`config.mk`:
```
export PLATFORM = sky130hd
export DESIGN_NAME = rpzb_recip
export DESIGN_NICKNAME = d
export VERILOG_FILES = /design/src/rtl/core/rpzb_pkg.sv /design/src/rtl/core/rpzb_recip.sv
export SDC_FILE = /design/constraint.sdc
export NUM_CORES = 1
export LEC_CHECK = 0
export BUFFER_PORTS_ARGS = -buffer_cell sky130_fd_sc_hd__buf_4
export CAP_MARGIN = 20
export CORE_MARGIN = 5
export CORE_UTILIZATION = 35
export DETAILED_ROUTE_END_ITERATION = 12
export MAX_ROUTING_LAYER = met4
export PLACE_DENSITY = 0.63
export SLEW_MARGIN = 40
export SYNTH_ARGS = -nofsm -noshare
export SYNTH_HDL_FRONTEND = slang
export SYNTH_SLANG_ARGS = --single-unit
```
`constraint.sdc`:
```
create_clock -name clock -period 7 [get_ports clock]
set_clock_uncertainty 0.2 [all_clocks]
set_input_delay 0.7 -clock clock [delete_from_list [all_inputs] [get_ports clock]]
set_output_delay 0.7 -clock clock [all_outputs]
set_load 0.005 [all_outputs]
```
`src/rtl/core/rpzb_pkg.sv`:
```
// Package: frame geometry, sine table, command codes and transaction types.
`timescale 1ns / 1ps
package rpzb_pkg;

   localparam int COLUMNS     = 160;
   localparam int ROWS        = 44;
   localparam int ANGLE_STEPS = 1024;
   localparam int QUARTER     = ANGLE_STEPS / 4;
   localparam int TURN        = 4 * QUARTER;
   localparam int CELLS       = COLUMNS * ROWS;
   localparam int CELL_W      = $clog2(CELLS);
   localparam int ANGLE_W     = $clog2(TURN);
   localparam int QUARTER_W   = $clog2(QUARTER);
   localparam int CFG_W       = 10;
   localparam int OOZ_W       = 24;
   localparam int ZT_W        = 25;
   localparam int SAT_LIMIT   = 16384;

   localparam longint unsigned ONE_Q30     = 64'd1073741824;
   localparam longint unsigned HALF_PI_Q30 = 64'd1686629713;

   typedef enum logic [1:0] {
      CMD_PLOT  = 2'd0,
      CMD_CLEAR = 2'd1,
      CMD_READ  = 2'd2
   } cmd_type;

   typedef enum logic [2:0] {
      CSR_ANGLE_A    = 3'd0,
      CSR_ANGLE_B    = 3'd1,
      CSR_ANGLE_C    = 3'd2,
      CSR_CAMERA     = 3'd3,
      CSR_FOCAL      = 3'd4,
      CSR_COL_OFFSET = 3'd5,
      CSR_BACKGROUND = 3'd6
   } csr_index_type;

   typedef struct packed {
      logic [1:0]          cmd;
      logic signed [7:0]   point_i;
      logic signed [7:0]   point_j;
      logic signed [7:0]   point_k;
      logic [7:0]          glyph_in;
      logic [CELL_W-1:0]   read_index;
   } req_type;

   typedef struct packed {
      logic                plotted;
      logic [CELL_W-1:0]   cell_index;
      logic [7:0]          glyph_out;
   } rsp_type;

   typedef struct packed {
      logic                done;
      logic [OOZ_W-1:0]    ooz;
   } recip_result_type;

   typedef logic [QUARTER:0][14:0] sine_tab_type;

   // Quarter-wave entry, Taylor series in Q30, rounded to Q14
   function automatic logic [14:0] rom_entry(int unsigned q);
      longint unsigned x;
      longint unsigned x2;
      longint unsigned t;
      longint unsigned s;
      longint unsigned r;
      x  = longint'(q) * HALF_PI_Q30 / QUARTER;
      x2 = (x * x) >> 30;
      t  = ONE_Q30 - x2 / 110;
      t  = ONE_Q30 - ((x2 * t) >> 30) / 72;
      t  = ONE_Q30 - ((x2 * t) >> 30) / 42;
      t  = ONE_Q30 - ((x2 * t) >> 30) / 20;
      t  = ONE_Q30 - ((x2 * t) >> 30) / 6;
      s  = (x * t) >> 30;
      r  = (s + 64'd32768) >> 16;
      if (r > 64'd16384) begin
         r = 64'd16384;
      end
      return r[14:0];
   endfunction

   function automatic sine_tab_type build_sine_tab();
      sine_tab_type tab;
      for (int q = 0; q <= QUARTER; q++) begin
         tab[q] = rom_entry(q);
      end
      return tab;
   endfunction

   localparam sine_tab_type SINE_TAB = build_sine_tab();

   function automatic logic signed [15:0] sine_q14(logic [ANGLE_W-1:0] p);
      logic [1:0]           quad;
      logic [QUARTER_W-1:0] r;
      logic [QUARTER_W:0]   ti;
      logic [14:0]          v;
      quad = p[ANGLE_W-1 -: 2];
      r    = p[QUARTER_W-1:0];
      ti   = quad[0] ? ((QUARTER_W + 1)'(QUARTER) - {1'b0, r}) : {1'b0, r};
      v    = SINE_TAB[ti];
      return quad[1] ? -$signed({1'b0, v}) : $signed({1'b0, v});
   endfunction

endpackage

```
`src/rtl/core/rpzb_recip.sv`:
```
// Radix-4 restoring divider forming floor(2^38 / zt) for zt above 2^14.
`timescale 1ns / 1ps
module rpzb_recip (
   input  logic                          clock,
   input  logic                          reset,
   input  logic                          start,
   input  logic [rpzb_pkg::ZT_W-1:0]     divisor,
   output rpzb_pkg::recip_result_type    result
);

   localparam int STEPS = rpzb_pkg::OOZ_W / 2;
   localparam int CNT_W = $clog2(STEPS + 1);

   logic [rpzb_pkg::ZT_W-1:0]  rem_ff, rem_in;
   logic [rpzb_pkg::ZT_W-1:0]  div_ff;
   logic [rpzb_pkg::OOZ_W-1:0] quo_ff, quo_in;
   logic [CNT_W-1:0]           count_ff, count_in;
   logic                       done_ff, done_in;

   always_comb begin
      logic [rpzb_pkg::ZT_W:0] t;
      t        = '0;
      rem_in   = rem_ff;
      quo_in   = quo_ff;
      count_in = count_ff;
      done_in  = 1'b0;
      if (start) begin
         // numerator bits above the quotient are 2^14, already below zt
         rem_in   = rpzb_pkg::ZT_W'(rpzb_pkg::SAT_LIMIT);
         quo_in   = '0;
         count_in = CNT_W'(STEPS);
      end else if (count_ff != '0) begin
         for (int s = 0; s < 2; s++) begin
            t = {rem_in, 1'b0};
            if (t >= {1'b0, div_ff}) begin
               rem_in = rpzb_pkg::ZT_W'(t - {1'b0, div_ff});
               quo_in = {quo_in[rpzb_pkg::OOZ_W-2:0], 1'b1};
            end else begin
               rem_in = t[rpzb_pkg::ZT_W-1:0];
               quo_in = {quo_in[rpzb_pkg::OOZ_W-2:0], 1'b0};
            end
         end
         count_in = count_ff - 1'b1;
         done_in  = (count_ff == CNT_W'(1));
      end
   end

   always_ff @(posedge clock) begin
      if (reset) begin
         count_ff <= '0;
         done_ff  <= 1'b0;
      end else begin
         count_ff <= count_in;
         done_ff  <= done_in;
      end
   end

   always_ff @(posedge clock) begin
      rem_ff <= rem_in;
      quo_ff <= quo_in;
      if (start) begin
         div_ff <= divisor;
      end
   end

   assign result.done = done_ff;
   assign result.ooz  = quo_ff;

endmodule

```
### After elaboration in Yosys (flattened, before gate mapping)

Cells that the tools add are included.

* word-level logic and storage cells: 25
* bits in registers: 79
* input port bits: 28
* output and inout bits: 25

* eq/ne operators: 1
* $lt $le $gt $ge: 2
* bitwise gates (word level): 1
* muxes and demuxes: 8
* reduce and logical (&&, ||, !) cells: 4
* $add $sub $neg: 3

Operators by type and width (number)
* $mux W25: 4
* $ge A26 B25 Y1: 2
* $sub A25 B25 Y25: 2
* $mux W4: 2
* $eq A4 B1 Y1 const B: 1
* $reduce_bool A4 Y1: 1
* $sub A4 B1 Y4 const B: 1
* $reduce_or A3 Y1: 1
* $mux W1: 2
* $reduce_bool A2 Y1: 1
* $reduce_or A2 Y1: 1
* $not A1 Y1: 1

### Longest topological paths before layout

Gate-level depths: netlist of run 1.

* word-level depth: 6
* mapped depth: 22
* gate-level depth less buffers: 19

### Worst setup path after synthesis of run 1

OpenSTA, ideal clock, no wires.

* path kind: flip-flop to flip-flop
* start: register div_ff[0] (netlist name)
* end: register rem_ff[20] (netlist name)
* arrival: 4.543 ns
* library setup time: 0.120 ns
* setup slack: 2.138 ns
* cell stages (with the launch flop): 21
* cells stage by stage: edfxtp_1 inv_1 fa_1 nand3_1 a211oi_4 o31ai_4 a211oi_4 or2_1 buf_6 buf_8 mux2_1 ha_1 or3_1 or2_1 o22ai_1 o221ai_1 o211ai_1 o211ai_4 buf_6 and3_1 a211o_1

* longest elaborated chain between the ends: 6

RTL lines
* start, declared: line rpzb_recip.sv:15 `logic [rpzb_pkg::ZT_W-1:0] div_ff;`
* start signal, assigned: line rpzb_recip.sv:62 `div_ff <= divisor;`
* $sub A25 B25 Y25 / $ge A26 B25 Y1 (equally long branches): line rpzb_recip.sv:36, rpzb_recip.sv:35
* $mux W25: line rpzb_recip.sv:35 `if (t >= {1'b0, div_ff}) begin`
* $mux W25: line rpzb_recip.sv:32 `end else if (count_ff != '0) begin`
* $mux W25: line rpzb_recip.sv:27 `if (start) begin`
* $sub A25 B25 Y25 / $ge A26 B25 Y1 (equally long branches): line rpzb_recip.sv:36, rpzb_recip.sv:35
* $mux W25 (*): line rpzb_recip.sv:35
* end signal, assigned: line rpzb_recip.sv:59 `rem_ff <= rem_in;`
* end, declared: line rpzb_recip.sv:14 `logic [rpzb_pkg::ZT_W-1:0] rem_ff, rem_in;`

Every way passes the cells marked *; elsewhere a longest branch is shown, timed or not. The select of a mux whose other input is x is not followed.
A chain may end at the register's enable or synchronous reset.

### Final worst setup path of run 1

* start: register div_ff[15] (netlist name)
* end: register rem_ff[8] (netlist name)

* longest elaborated chain between the ends: 6

RTL lines (line)
* $ge A26 B25 Y1 / $sub A25 B25 Y25 (equally long branches): rpzb_recip.sv:35, rpzb_recip.sv:36
* $mux W25: rpzb_recip.sv:35
* $mux W25: rpzb_recip.sv:32
* $mux W25: rpzb_recip.sv:27
* $sub A25 B25 Y25 / $ge A26 B25 Y1 (equally long branches): rpzb_recip.sv:36, rpzb_recip.sv:35
* $mux W25 (*): rpzb_recip.sv:35

Marked as above.

==> results.md, run 1 <==
- The max-slew headroom at the worst pin is between 50 and 60%.
- The number of enable-type register cells in the synthesized netlist is 25.
- Along the worst path, the maximum fanout reaches 23.
- The non-filler instance count after layout is 972.
- The count of H-tree levels built during CTS is 3.
- The layout cell share with drive strength beyond 1 is 13.4%.
- The net switching share of the total power is 45.5%.
- The internal portion of total power is 1830 µW.
- After routing the design area is 6900 µm².
- For this design the total switching power over the nets is 1520 µW.
- The tree is rooted in a sky130_fd_sc_hd__clkbuf_16.
- The maximum count of clock buffers along a single path is 2.
- Counting the buffers created by CTS gives 9.
- The count of final max-slew check failures is 0.
- At the later pin of the worst-skew pair, clock insertion delay measures 0.35 ns.
- The combinational cell fraction of total power is 67.1%.
- The number of global-route vias before repair is 4895.
- Summed over all layers, the global routing overflow is 0.
- The tightest hold path in the finished design has a slack of 0.258 ns.
- The most critical setup path has its startpoint at div_ff[15]$_DFFE_PP_.
- The portion of the clock cycle consumed by the worst path in the final layout is 82.5%.
- Power spread over the standard cell area amounts to 485 nW/µm².
- The global routing usage summed across all routing layers is 16.0%.
- The async set-reset flop share out of synthesis is 0%.
- Once the floorplan was initialized, standard cells occupied between 30 and 40% of the core.
- The number of buffers inserted by post-CTS setup repair is 0.
- The startpoint-to-endpoint class of the critical path is reg -> reg.
- The vias after detailed routing is 5189.
- Entering global routing, the biggest net connects 70 pins.
- The mean instance size in the synthesized netlist is 8.51 µm².
- The number of gates resized after CTS was 0.
- Counting flops and latches in the post-synthesis netlist gives a little under 80.
- In the final timing run, aggregate negative setup slack is 0 ns.
- The area growth from synthesis to final layout is 15.0%.
- The count of input and output buffers is 52.
- The max capacitance violation total is 0.
- The register-to-register path setup slack is 1.23 ns.
- The number of warnings printed during yosys synthesis is 0.
- Setup repair after global routing left no endpoint under its margin.
- Once detailed placement completed, the half-perimeter wirelength came to roughly 12 mm.
- The TritonCTS clock tree is yes.
- The final weighted congestion of routability-driven global placement is 0.903.
- The top achievable clock speed is 173 MHz.
- The summed instance area of the synthesized netlist is ~6000 µm².
- The register area share after synthesis is 30.5%.
- Using the TritonRoute via totals, the vias-per-cell ratio works out to 5.34.
- The number of top-level pins is 53.
- The initial antenna violation count came to 0.
- Summed over all layers, the routed wires come to 15.5 mm.
- The clock period could shrink to approximately 5.8 ns.
- The number of DRC violations after detailed routing is 0.
- The worst hold path belongs to the class reg -> reg.
- The endpoint type of the worst setup path is a register.
- The number of hold-repair buffers added at the cts stage is 0.
- The total number of nets in the final design is 827.
- The post-detailed-placement cell area is 6580 µm².
- The wire length of the first global-routing pass is 25.2 mm.
- CTS saw 79 sinks.
- The first routing iteration left 295 violations.
- The detailed-router iteration count before antenna repair is 5.
- The largest voltage drop on the vdd net is 0.253 mV.
- In this run the core area contains 47 standard-cell rows.
- In this run the worst setup path terminates at rem_ff[8]$_SDFFE_PP0N_.
- The gate count after technology mapping is roughly 710.
- The arrival time at the worst endpoint is 5.81 ns.
- The worst reg2reg path startpoint is div_ff[15]$_DFFE_PP_.
- Synthesis instantiated around 70 different standard cells from the library.
- The number of nets in the synthesized netlist is 785.
- The count of endpoints failing hold in the final timing report came to 0.
- The data required time at the worst endpoint is 7.04 ns.
- The detail-routed net length per standard cell is 15.9 µm.
- Setup violations remaining at the end of the flow were counted as 0.
- The category of the worst setup path launch point is a register.
- The CTS clock-pin slew for the worst setup and hold paths is approximately 0.070 ns.
- The cell total after placement is 956.
- The width of the die is 141 µm.
- The run finished with clean final reports.
- The worst register-to-register path has a depth of 19.
- For this run, the leading register cell type out of synthesis is sky130_fd_sc_hd__dfxtp_1.
- The die covers 19900 µm².
- The core region is about 17000 µm².
- The register share of total power is 18.3%.
- The clock network burns 14.6% of the power.
- The number of nets with antenna violations after routing is 0.
- The repair_antennas step left the layout with diodes totalling 0.
- Summed over all cells, the static leakage comes to 0.00295 µW.
- The actual slew at the worst max-slew pin is slightly above 0.7 ns.
- In this run the critical register-to-register path is captured at rem_ff[8]$_SDFFE_PP0N_.
- In this run the vertical extent of the chip is 141 µm.
- The design draws 3350 µW.
## sequential cells by signal, indices dropped and copies added, names as in the netlist
register and cells:
quo_ff 24, div_ff 25, count_ff 4, done_ff 1, rem_ff 25
## power groups by stage
stage	Sequential [µW]	Combinational, µW	Clock [µW]
3_5_place_dp	624	2220	0
5_1_grt	622	2470	525
2_1_floorplan	602	1790	0
4_1_cts	614	2240	506
3_3_place_gp	623	2190	0
6_report	614	2250	490
## cell usage after synthesis (5+ instances only)
master                     number  share of area (%)
sky130_fd_sc_hd__nand2_1       73                4.6
sky130_fd_sc_hd__a21oi_1       71                5.9
sky130_fd_sc_hd__nor2_1        55                3.4
sky130_fd_sc_hd__dfxtp_1       54                 18
sky130_fd_sc_hd__ha_1          51                 11
sky130_fd_sc_hd__inv_1         44                2.8
sky130_fd_sc_hd__a211oi_1      26                3.3
sky130_fd_sc_hd__edfxtp_1      25                 13
sky130_fd_sc_hd__nor3_1        22                1.8
sky130_fd_sc_hd__o21ai_0       22                1.8
sky130_fd_sc_hd__xnor2_1       21                3.1
sky130_fd_sc_hd__a21o_1        19                2.4
sky130_fd_sc_hd__mux2i_1       16                2.7
sky130_fd_sc_hd__clkbuf_1      14               0.88
sky130_fd_sc_hd__xor2_1        14                2.0
sky130_fd_sc_hd__nand3_1       12                1.0
sky130_fd_sc_hd__nand2b_1      10                1.0
sky130_fd_sc_hd__or3_1         10                1.0
sky130_fd_sc_hd__mux2_1         9                1.7
sky130_fd_sc_hd__nand4_1        9               0.94
sky130_fd_sc_hd__nor3b_1        9                1.1
sky130_fd_sc_hd__o21a_1         9                1.1
sky130_fd_sc_hd__o22ai_1        7               0.73
sky130_fd_sc_hd__a211o_1        5               0.73
sky130_fd_sc_hd__a21boi_0       5               0.63
sky130_fd_sc_hd__a31oi_1        5               0.52
## metal layers
| layer | routed length, µm | vias up | global-route usage, % | part of all wire, % |
|---|---|---|---|---|
| li1 | - | 2667 | - | - |
| met1 | 7180 | 2397 | 20.5 | 46 |
| met2 | 7460 | 104 | 26.1 | 48 |
| met3 | 566 | 21 | 2.68 | 3.7 |
| met4 | 281 | 0 | 4.74 | 1.8 |
| met5 | 0 | - | - | 0 |
## stage by stage
step / utilization (%) / setup slack (ns)
finish: 41.3 / 1.23
global route: 41.3 / 0.845
CTS: 41.3 / 1.25
detailed placement: 39.4 / 1.30
global placement: 39.2 / 1.14
floorplan: - / 2.14
## kinds of logic (layout without fill, tap and decap cells)
kind of cell | after synthesis | count (layout) | synth area share [%]
simple gates | 225 | 225 | 18.0
compound gates | 212 | 212 | 24.6
flops | 79 | 79 | 30.5
buf+inv | 72 | 119 | 5.40
fa+ha+maj | 52 | 52 | 11.0
xor+xnor | 36 | 36 | 5.38
mux | 29 | 29 | 5.17
## cell usage in the layout, fill, tap and decap left out, types with 3 or more instances in the layout
master	Yosys	final
sky130_fd_sc_hd__clkbuf_16	0	11
sky130_fd_sc_hd__o21bai_1	3	3
sky130_fd_sc_hd__o22ai_1	7	7
sky130_fd_sc_hd__mux2i_1	16	16
sky130_fd_sc_hd__a21o_1	19	19
sky130_fd_sc_hd__nand2b_1	10	10
sky130_fd_sc_hd__nor2b_1	4	4
sky130_fd_sc_hd__buf_4	2	57
sky130_fd_sc_hd__a21oi_1	71	71
sky130_fd_sc_hd__o211ai_1	4	4
sky130_fd_sc_hd__xnor2_1	21	21
sky130_fd_sc_hd__or2_2	3	3
sky130_fd_sc_hd__nor3_1	22	21
sky130_fd_sc_hd__inv_1	44	44
sky130_fd_sc_hd__edfxtp_1	25	25
sky130_fd_sc_hd__o2111ai_1	4	4
sky130_fd_sc_hd__xor2_1	14	14
sky130_fd_sc_hd__o21a_1	9	9
sky130_fd_sc_hd__and4_1	3	3
sky130_fd_sc_hd__o21ai_0	22	22
sky130_fd_sc_hd__a211o_1	5	5
sky130_fd_sc_hd__nor3b_1	9	9
sky130_fd_sc_hd__dfxtp_1	54	54
sky130_fd_sc_hd__mux2_1	9	9
sky130_fd_sc_hd__or3_1	10	10
sky130_fd_sc_hd__nor2_1	55	55
sky130_fd_sc_hd__a2111oi_0	3	3
sky130_fd_sc_hd__ha_1	51	51
sky130_fd_sc_hd__a31oi_1	5	5
sky130_fd_sc_hd__mux2_2	3	3
sky130_fd_sc_hd__nand2_1	73	72
sky130_fd_sc_hd__and3_1	4	4
sky130_fd_sc_hd__nand4_1	9	9
sky130_fd_sc_hd__a21boi_0	5	5
sky130_fd_sc_hd__a211oi_1	26	26
sky130_fd_sc_hd__nand3_1	12	12
## worst max-delay path, stage by stage, from the launching register on
cell	delay (ns)
sky130_fd_sc_hd__edfxtp_1	0.33
sky130_fd_sc_hd__inv_1	0.06
sky130_fd_sc_hd__ha_1	0.42
sky130_fd_sc_hd__nand4_1	0.29
sky130_fd_sc_hd__o22ai_1	0.37
sky130_fd_sc_hd__a211oi_2	0.16
sky130_fd_sc_hd__a211oi_4	0.48
sky130_fd_sc_hd__or2_1	0.16
sky130_fd_sc_hd__buf_4	0.30
sky130_fd_sc_hd__mux2_1	0.39
sky130_fd_sc_hd__ha_1	0.38
sky130_fd_sc_hd__nand4_1	0.15
sky130_fd_sc_hd__o22ai_1	0.37
sky130_fd_sc_hd__o22ai_1	0.21
sky130_fd_sc_hd__o221ai_1	0.31
sky130_fd_sc_hd__o211ai_1	0.20
sky130_fd_sc_hd__o211ai_4	0.15
sky130_fd_sc_hd__buf_8	0.21
sky130_fd_sc_hd__mux2_2	0.34
sky130_fd_sc_hd__a21o_1	0.17
## final cells by class
cell class,count,area [µm²]
sequential,79,1830
timing repair buffer,59,458
fill,1700,9800
tap,220,275
clock inverter,4,31.3
inverter,44,165
multi-input combinational,554,3850
clock buffer,12,289
## how the worst min path moves through the flow
stage	end	cells after the start	slack [ns]	from
global placement	quo_ff[23]$_SDFFE_PP0N_	2	0.24	quo_ff[23]$_SDFFE_PP0N_
detailed placement	quo_ff[23]$_SDFFE_PP0N_	2	0.25	quo_ff[23]$_SDFFE_PP0N_
floorplan	quo_ff[22]$_SDFFE_PP0N_	2	0.25	quo_ff[22]$_SDFFE_PP0N_
global route	quo_ff[23]$_SDFFE_PP0N_	2	0.27	quo_ff[23]$_SDFFE_PP0N_
CTS	quo_ff[23]$_SDFFE_PP0N_	2	0.26	quo_ff[23]$_SDFFE_PP0N_
finish	quo_ff[23]$_SDFFE_PP0N_	2	0.26	quo_ff[23]$_SDFFE_PP0N_
(Power assumes the default switching activity.)
==> run 2: changes to the inputs <==
--- a/config.mk
+++ b/config.mk
@@ -11,7 +11,7 @@
 export CORE_UTILIZATION = 35
 export DETAILED_ROUTE_END_ITERATION = 12
 export MAX_ROUTING_LAYER = met4
-export PLACE_DENSITY = 0.63
+export PLACE_DENSITY = 0.64
 export SLEW_MARGIN = 40
 export SYNTH_ARGS = -nofsm -noshare
 export SYNTH_HDL_FRONTEND = slang
==> constraint.sdc (replaced) <==
create_clock -name clock -period 5.22 [get_ports clock]
set_clock_uncertainty 0.2 [all_clocks]
set_input_delay 0.522 -clock clock [delete_from_list [all_inputs] [get_ports clock]]
set_output_delay 0.522 -clock clock [all_outputs]
set_load 0.005 [all_outputs]
==> run 2 against run 1 <==
Compared with the run above:
- clock power grew 33%
- die area is the same
- critical endpoint is now rem_ff[20]$_SDFFE_PP0N_
- flip-flop and latch count is the same
==> results.md, run 2 (synthesis gave the netlist of run 1 again) <==
- Buffers inserted during clock tree synthesis total 9.
- TritonCTS built the clock tree.
- Of the total power, the share spent switching nets is about 44%.
- Clock tree synthesis found a total of 79 sinks.
- The worst register-to-register path ends at rem_ff[20]$_SDFFE_PP0N_.
- The count of H-tree levels built during CTS is 3.
- The area taken by flip-flops and latches is approximately 1800 µm².
- The number of nets with antenna violations after routing is 0.
- The count of standard-cell rows is 47.
- The worst register-to-register path begins at div_ff[3]$_DFFE_PP_.
- For this run, the post-layout net count is 885.
- For met1 alone, demand over resource in global routing was 21.7%.
- For this run, the detailed router's first-pass iteration total came to 5.
- The largest single stage delay on the critical path is approximately 0.4 ns.
- The master of the slowest instance on the critical path is sky130_fd_sc_hd__ha_2.
- The startpoint-to-endpoint class of the critical path is reg -> reg.
- The area growth from synthesis to layout is 24.1%.
- The flow ran to the end, and the final reports show no timing, DRC or antenna violations.
- After detailed routing, the number of remaining DRC violations is 0.
- The clock network fraction of total power is approximately an eighth.
- The hold path depth is 1.
- The number of global-route vias before repair came to about 5300.
- In the final layout, the registers with the most flip-flops are div_ff x25, rem_ff x25, quo_ff x24.
- In this run the worst hold path is classified as in -> reg.
- By instance count, the cell type seen most on the critical path is sky130_fd_sc_hd__buf_4.
- The routed wire length is between 15 and 20 mm.
- The depth of the worst register-to-register path is 25.
- Setup violations remaining at the end of the flow were counted as 0.
- The detailed router's first-iteration violation count is 324.
- The register share of total power is between 10% and 20%.
- The CTS clock-pin slew for the worst setup and hold paths is 0.06 ns.
- 0 antenna diodes ended up in the layout.
- The data required time at the worst endpoint is 5.26 ns.
- The worst hold slack across all endpoints is 0.142 ns.
- The register-to-register path setup slack is approximately 0.18 ns.
- The count of input and output buffers is 52.
- The sum of buffers and inverters on the critical path is 9.
- The path with the worst hold slack has its endpoint at div_ff[21]$_DFFE_PP_.
- For this run, global-route usage on met2 was measured as 26.8%.
- The library cell used most frequently in the layout, excluding fill and tap cells, is sky130_fd_sc_hd__buf_4.
- The count of endpoints failing hold in the final timing report is 0.
- In this run the most used layer during global routing was met2.
- The worst path meets setup with roughly 0.18 ns of slack.
- The clock passes through at most 2 buffers.
- Global routing consumed, over all layers together, 16.8% of the routing resources.
- Dividing the detail-routed wire length by the instance count gives 16.1 µm.
- Routability-driven placement finished with a final weighted congestion of 0.936.
- The width of the die is 141 µm.
- The die covers 19900 µm².
- STA classifies the critical path endpoint as a register.
- Measured along the y axis, the die boundary spans 141 µm.
- The max-slew headroom at the worst pin is between 50% and 60%.
- Along the worst path, the maximum fanout reaches 19.
- The clock insertion delay at the later pin of the skew report is approximately 0.36 ns.
- The share of the core filled with cells in the final layout is between 40 and 50%.
- The arrival time at the worst endpoint is just over 5 ns.
- The reported net switching power is 2210 µW.
- In the final timing run, aggregate negative setup slack is 0 ns.
- The clock root buffer master is sky130_fd_sc_hd__clkbuf_16.
- The post-placement setup slack is between 0.005 and 0.006 ns.
- The worst setup path is launched from a register.
- The area of the core region is 16700 µm².
- The initial antenna violation count was 0.
- Dividing the detail-routed via count by the number of cells gives 5.30.
- The first global-routing pass estimated between 20 and 30 mm of wire.
- After filler insertion, the fill cell instance count of the layout stands at 1683.
- The smallest clock period supported by the final layout is computed as 5.04 ns.
- The largest voltage drop on the vdd net is 0.262 mV.
- The remaining global-route overflow is 0.
- Summing over every cut layer, the via total after detailed routing is 5464.
- The hold path startpoint is divisor[21].
- The number of top-level pins is 53.
- The top achievable clock speed is 198 MHz.
- The combinational cell fraction of total power is between 70% and 80%.
- After layout, the worst path uses 96.6% of the clock period.
- Dividing total power by cell area gives a power density of 667 nW/µm².
- The total power of the final layout is 4970 µW.
- The global-route met3 utilization is 2.61%.
- The layout cell share with drive strength beyond 1 is 22.2%.
- The kind of cell with the highest combined delay along the critical path is compound AO/OA/AOI/OAI gates.
- The pin count of the biggest net entering global routing is 70.
- Summed over all cells, the static leakage comes to 0.00323 µW.
- In the layout the commonest cells are sky130_fd_sc_hd__buf_4, sky130_fd_sc_hd__nand2_1, sky130_fd_sc_hd__a21oi_1, sky130_fd_sc_hd__nor2_1, sky130_fd_sc_hd__dfxtp_1.
- The detailed placement HPWL is roughly 13 mm.
- For the pin with the worst max-slew slack, the measured transition is 0.707 ns.
- The internal portion of total power is ~2800 µW.
- The multi-input logic area is 3960 µm².
- The initial core utilization is roughly 36%.
- Max-cap violations in this run came to 0.
- The count of final max-slew check failures is 0.
- The number of hold-repair buffers added at the cts stage is 0.
-- run 2: changes by cell type in the layout (fill, tap and decap cells not counted), sizes merged --
cell,delta
clkbuf,-1
inv,+3
buf,+58
clkinv,-2
-- run 2: worst max-delay path by stage --
stage	slack, ns	startpoint	end	cells after the start
after floorplan	0.36	div_ff[0]$_DFFE_PP_	rem_ff[24]$_SDFFE_PP0N_	20
after global placement	0.09	div_ff[15]$_DFFE_PP_	rem_ff[3]$_SDFFE_PP0N_	20
after detailed placement	0.005	div_ff[15]$_DFFE_PP_	rem_ff[1]$_SDFFE_PP0N_	20
after CTS	0.007	div_ff[15]$_DFFE_PP_	rem_ff[8]$_SDFFE_PP0N_	22
after global routing	-0.06	div_ff[8]$_DFFE_PP_	rem_ff[1]$_SDFFE_PP0N_	25
final	0.18	div_ff[3]$_DFFE_PP_	rem_ff[20]$_SDFFE_PP0N_	25
-- run 2: timing repair --
item                       4_1_cts  5_1_grt
resized for setup                0       25
pin swaps                        1        6
setup endpoints to repair        1       26
buffers inserted                 1        9
-- run 2: area by class of cell --
type / count / share of cell area [%]
multi-input cells: 554 / 53.1
flip-flops and latches: 79 / 24.6
repair buffers: 117 / 12.3
well taps: 220 / 3.69
clock buffers: 11 / 3.54
inverters: 44 / 2.22
clock inverters: 5 / 0.571
-- run 2: worst register-to-register path, cell delays in order, from the launching register on --
cell                       delay, ns
sky130_fd_sc_hd__edfxtp_1       0.32
sky130_fd_sc_hd__inv_1          0.06
sky130_fd_sc_hd__ha_2           0.38
sky130_fd_sc_hd__a21oi_1        0.08
sky130_fd_sc_hd__buf_4          0.15
sky130_fd_sc_hd__a211oi_4       0.34
sky130_fd_sc_hd__o31ai_4        0.10
sky130_fd_sc_hd__a211oi_4       0.25
sky130_fd_sc_hd__buf_6          0.18
sky130_fd_sc_hd__nor2_1         0.07
sky130_fd_sc_hd__buf_4          0.16
sky130_fd_sc_hd__buf_4          0.19
sky130_fd_sc_hd__a22o_1         0.27
sky130_fd_sc_hd__ha_2           0.40
sky130_fd_sc_hd__nand4_1        0.22
sky130_fd_sc_hd__buf_4          0.22
sky130_fd_sc_hd__nor2_1         0.12
sky130_fd_sc_hd__nand4_1        0.12
sky130_fd_sc_hd__nand2_1        0.10
sky130_fd_sc_hd__o211ai_1       0.08
sky130_fd_sc_hd__buf_4          0.15
sky130_fd_sc_hd__o211ai_4       0.09
sky130_fd_sc_hd__buf_12         0.19
sky130_fd_sc_hd__nor3_2         0.05
sky130_fd_sc_hd__buf_4          0.16
sky130_fd_sc_hd__a211o_1        0.29
-- run 2: stage by stage --
step	cell area, µm²	instances
floorplan	6000	705
global placement	6950	1004
detailed placement	6950	1004
CTS	7270	1021
global route	7450	1030
finish	7450	1030
-- run 2: power by group through the flow --
| stage | Clock, µW | Combinational [µW] | Sequential (µW) |
|---|---|---|---|
| finish | 652 | 3500 | 822 |
| global route | 697 | 3820 | 835 |
| CTS | 667 | 3280 | 821 |
| detailed placement | 0 | 3260 | 834 |
| global placement | 0 | 3260 | 833 |
| floorplan | 0 | 2400 | 808 |
-- run 2: layer usage --
layer	wire length, µm	up-vias
met5	0	-
met4	395	0
met3	656	29
met2	7900	103
met1	7580	2547
li1	-	2785
==> run 3: changes to the inputs <==
--- a/config.mk
+++ b/config.mk
@@ -11,7 +11,7 @@
 export CORE_UTILIZATION = 35
 export DETAILED_ROUTE_END_ITERATION = 12
 export MAX_ROUTING_LAYER = met4
-export PLACE_DENSITY = 0.64
+export PLACE_DENSITY = 0.63
 export SLEW_MARGIN = 40
 export SYNTH_ARGS = -nofsm -noshare
 export SYNTH_HDL_FRONTEND = slang
==> constraint.sdc (replaced) <==
create_clock -name clock -period 4.8 [get_ports clock]
set_clock_uncertainty 0.2 [all_clocks]
set_input_delay 0.48 -clock clock [delete_from_list [all_inputs] [get_ports clock]]
set_output_delay 0.48 -clock clock [all_outputs]
set_load 0.005 [all_outputs]
==> run 3 against run 2 <==
Compared with the run above:
- highest routed layer unchanged
- via count grew 14%
- combinational power grew 47%
- register-to-register slack worse by 0.08 ns
- total power up 36%
- sequential share of layout area decreased by 4.5 points
- wire length grew 18%
==> results.md, run 3 (synthesis gave the netlist of run 1 again) <==
- The run finished with clean final reports.
- The number of hold buffers added after CTS was 0.
- TritonCTS built the clock tree.
- The finished layout holds about 1200 standard cells, fillers aside.
- With fillers left out, the area of the finished cells amounts to 9120 µm².
- The detail-routed net length per standard cell is 16.8 µm.
- The post-placement setup slack is -0.359 ns.
- The count of final max-slew check failures was 0.
- The tree is rooted in a sky130_fd_sc_hd__clkbuf_16.
- The sum of buffers and inverters on the critical path is 6.
- In this run, CTS created clock tree buffers numbering 9.
- The largest registers in the layout are div_ff x25, rem_ff x25, quo_ff x24.
- In the routed layout, each cell is associated on average with a via count of 5.37.
- The total number of nets in the final design is 1015.
- The count of H-tree levels built during CTS is 3.
- The number of antenna diodes in the final layout is 0.
- The worst register-to-register path begins at div_ff[3]$_DFFE_PP_.
- The top cell family by delay on the critical path is compound AO/OA/AOI/OAI gates.
- The CTS clock-pin slew for the worst setup and hold paths is 0.06 ns.
- In this run the count of I/O pins placed on the die edge is 53.
- The pin count of the biggest net entering global routing is 70.
- The count of nets left with antenna violations once routing finished came out at 0.
- The source of the critical timing path is div_ff[3]$_DFFE_PP_.
- The count of endpoints failing hold in the final timing report is 0.
- The final critical delay including setup and external delays is 4.70 ns.
- At the end of routability-driven placement, the weighted congestion stood at 0.918.
- The portion of the clock cycle consumed by the worst path in the final layout is 98.0%.
- The detailed router placed between 6000 and 7000 vias in this run.
- The endpoint type of the worst setup path is a register.
- The overall die area is slightly below 20000 µm².
- The highest fanout seen on the critical path is 8.
- The count of input and output buffers is 52.
- The worst hold path begins at divisor[18].
- The leakage power is 0.00394 µW.
- The detailed placement HPWL is 13.5 mm.
- The initial utilization of the core area, before any placement, comes to a little over a third.
- The signal on the critical path passes through inv_2 -> ha_4 -> a21oi_2 -> buf_4 -> a211oi_4 -> o31ai_4 -> a211oi_4 -> or2_4 -> buf_12 -> buf_12 -> and4_1 -> nor3_2 -> ha_2 -> nand2_2 -> a21oi_1 -> a21oi_2 -> o221ai_2 -> o211ai_1 -> buf_4 -> o211ai_4 -> buf_12 -> mux2i_1 -> a211oi_1.
- The width of the die is 141 µm.
- The setup-violating endpoint count in the final report is 0.
- The max capacitance violation total is 0.
- The routed wire length is between 15 and 20 mm.
- Timing would allow up to approximately 210 MHz.
- The remaining global-route overflow is 0.
- The TritonCTS sink count is 79.
- Across every metal layer, demand over resource in global routing totals 18.5%.
- After detailed routing, the number of remaining DRC violations is 0.
- The core region is 16700 µm².
- The wire length of the first global-routing pass is 29.2 mm.
- The most numerous cell type found on the critical path is sky130_fd_sc_hd__buf_12.
- The master of the slowest instance on the critical path is sky130_fd_sc_hd__edfxtp_1.
- At the worst endpoint, the arrival time is 4.75 ns.
- The detailed router's first-iteration violation count is roughly 400.
- The die span in y is 141 µm.
- The maximum count of clock buffers along a single path is 2.
- The data required time at the worst endpoint is 4.85 ns.
- Setup repair after global routing could not meet its margin everywhere.
- Once routing completed, OpenROAD measured the worst setup slack at 0.0958 ns.
- The library cells used most frequently in the layout, excluding fill and tap cells, are sky130_fd_sc_hd__buf_4, sky130_fd_sc_hd__nand2_1, sky130_fd_sc_hd__a21oi_1, sky130_fd_sc_hd__nor2_1, sky130_fd_sc_hd__dfxtp_1.
- On the worst path, the slowest cell contributes a delay of roughly 0.38 ns.
- The share of the core filled with cells in the final layout is 54.6%.
- Power spread over the standard cell area amounts to 741 nW/µm².
- The post-detailed-placement cell area is approximately 7900 µm².
- The largest voltage drop on the vdd net is around 0.4 mV.
- After detailed placement, the design holds a cell count of 1122.
- The category of the worst setup path launch point is a register.
- The number of global-route vias before repair is approximately 6000.
- The area growth from synthesis to final layout is 52.0%.
- The startpoint-to-endpoint class of the critical path is reg -> reg.
- The tightest min-delay check is of the in -> reg type.
- For the worst-skew pair, the clock arrives at the later sink with an insertion delay of 0.34 ns.
- The final-layout setup total negative slack is 0 ns.
- For this run, the detailed router's first-pass iteration total came to 5.
- The initial antenna violation count came to 0.
- The count of standard-cell rows is 47.
- Leaving out fill and tap cells, the most frequent cell in the layout is sky130_fd_sc_hd__buf_4.
- The actual slew at the worst max-slew pin is 0.755 ns.
- Headroom to the max-slew limit came out at 49.7%.
- The post-route netlist has 41.7% of its cells at a drive strength greater than 1.
==> run 3: cell count changes in the layout (fill, tap and decap cells not counted), sizes merged <==
cell,before,now
buf,117,245
clkinv,1,0
o211ai,5,7
clkbuf,11,12
==> run 3: metrics by stage <==
stage | hold WS [ns] | total power [µW]
2_1_floorplan | 0.248 | 3510
3_3_place_gp | 0.240 | 5030
3_5_place_dp | 0.263 | 5060
4_1_cts | 0.103 | 5940
5_1_grt | 0.104 | 7220
6_report | 0.111 | 6760
==> run 3: path summary, 6_finish.rpt <==
check,cells past startpoint,slack [ns],end
setup reg to reg,23,0.1,rem_ff[2]$_SDFFE_PP0N_
hold reg to reg,2,0.27,quo_ff[22]$_SDFFE_PP0N_
setup / recovery,23,0.1,rem_ff[2]$_SDFFE_PP0N_
hold / removal,1,0.11,div_ff[18]$_DFFE_PP_
==> run 3: power by group <==
group	leakage, µW	switching (µW)	internal, µW	total [µW]
sequential	0.000688	101	807	908
clock	0.000155	295	418	714
combinational	0.00310	2490	2640	5140
total	0.00394	2890	3870	6760
==> run 3: routing by layer <==
layer	wire length, µm	global-route usage, %
met5	0	-
met4	564	5.97
met3	860	2.37
met2	9570	30.8
met1	8480	23.4
==> run 3: area by class of cell <==
type / count / area, µm²
repair buffers: 245 / 1930
multi-input cells: 556 / 4610
clock inverters: 4 / 30.0
clock buffers: 12 / 279
fillers: 1480 / 7580
flip-flops and latches: 79 / 1830
inverters: 44 / 165
well taps: 220 / 275
==> run 3: worst register-to-register path, delay by kind of cell (launching register included) <==
kind                       cells  cell delay (ns)
AOI/OAI and AO/OA             10             1.60
buffers and inverters          6             0.93
DFF                            1             0.38
muxes                          1             0.11
adders and majority gates      2             0.58
and+or+nand+nor                4             0.79
==> run 3: what timing repair did <==
action / CTS / global route
pin swaps: 6 / 48
cloned: 2 / 0
setup endpoints to repair: 26 / 26
setup buffers: 3 / 18
resized for setup: 9 / 139
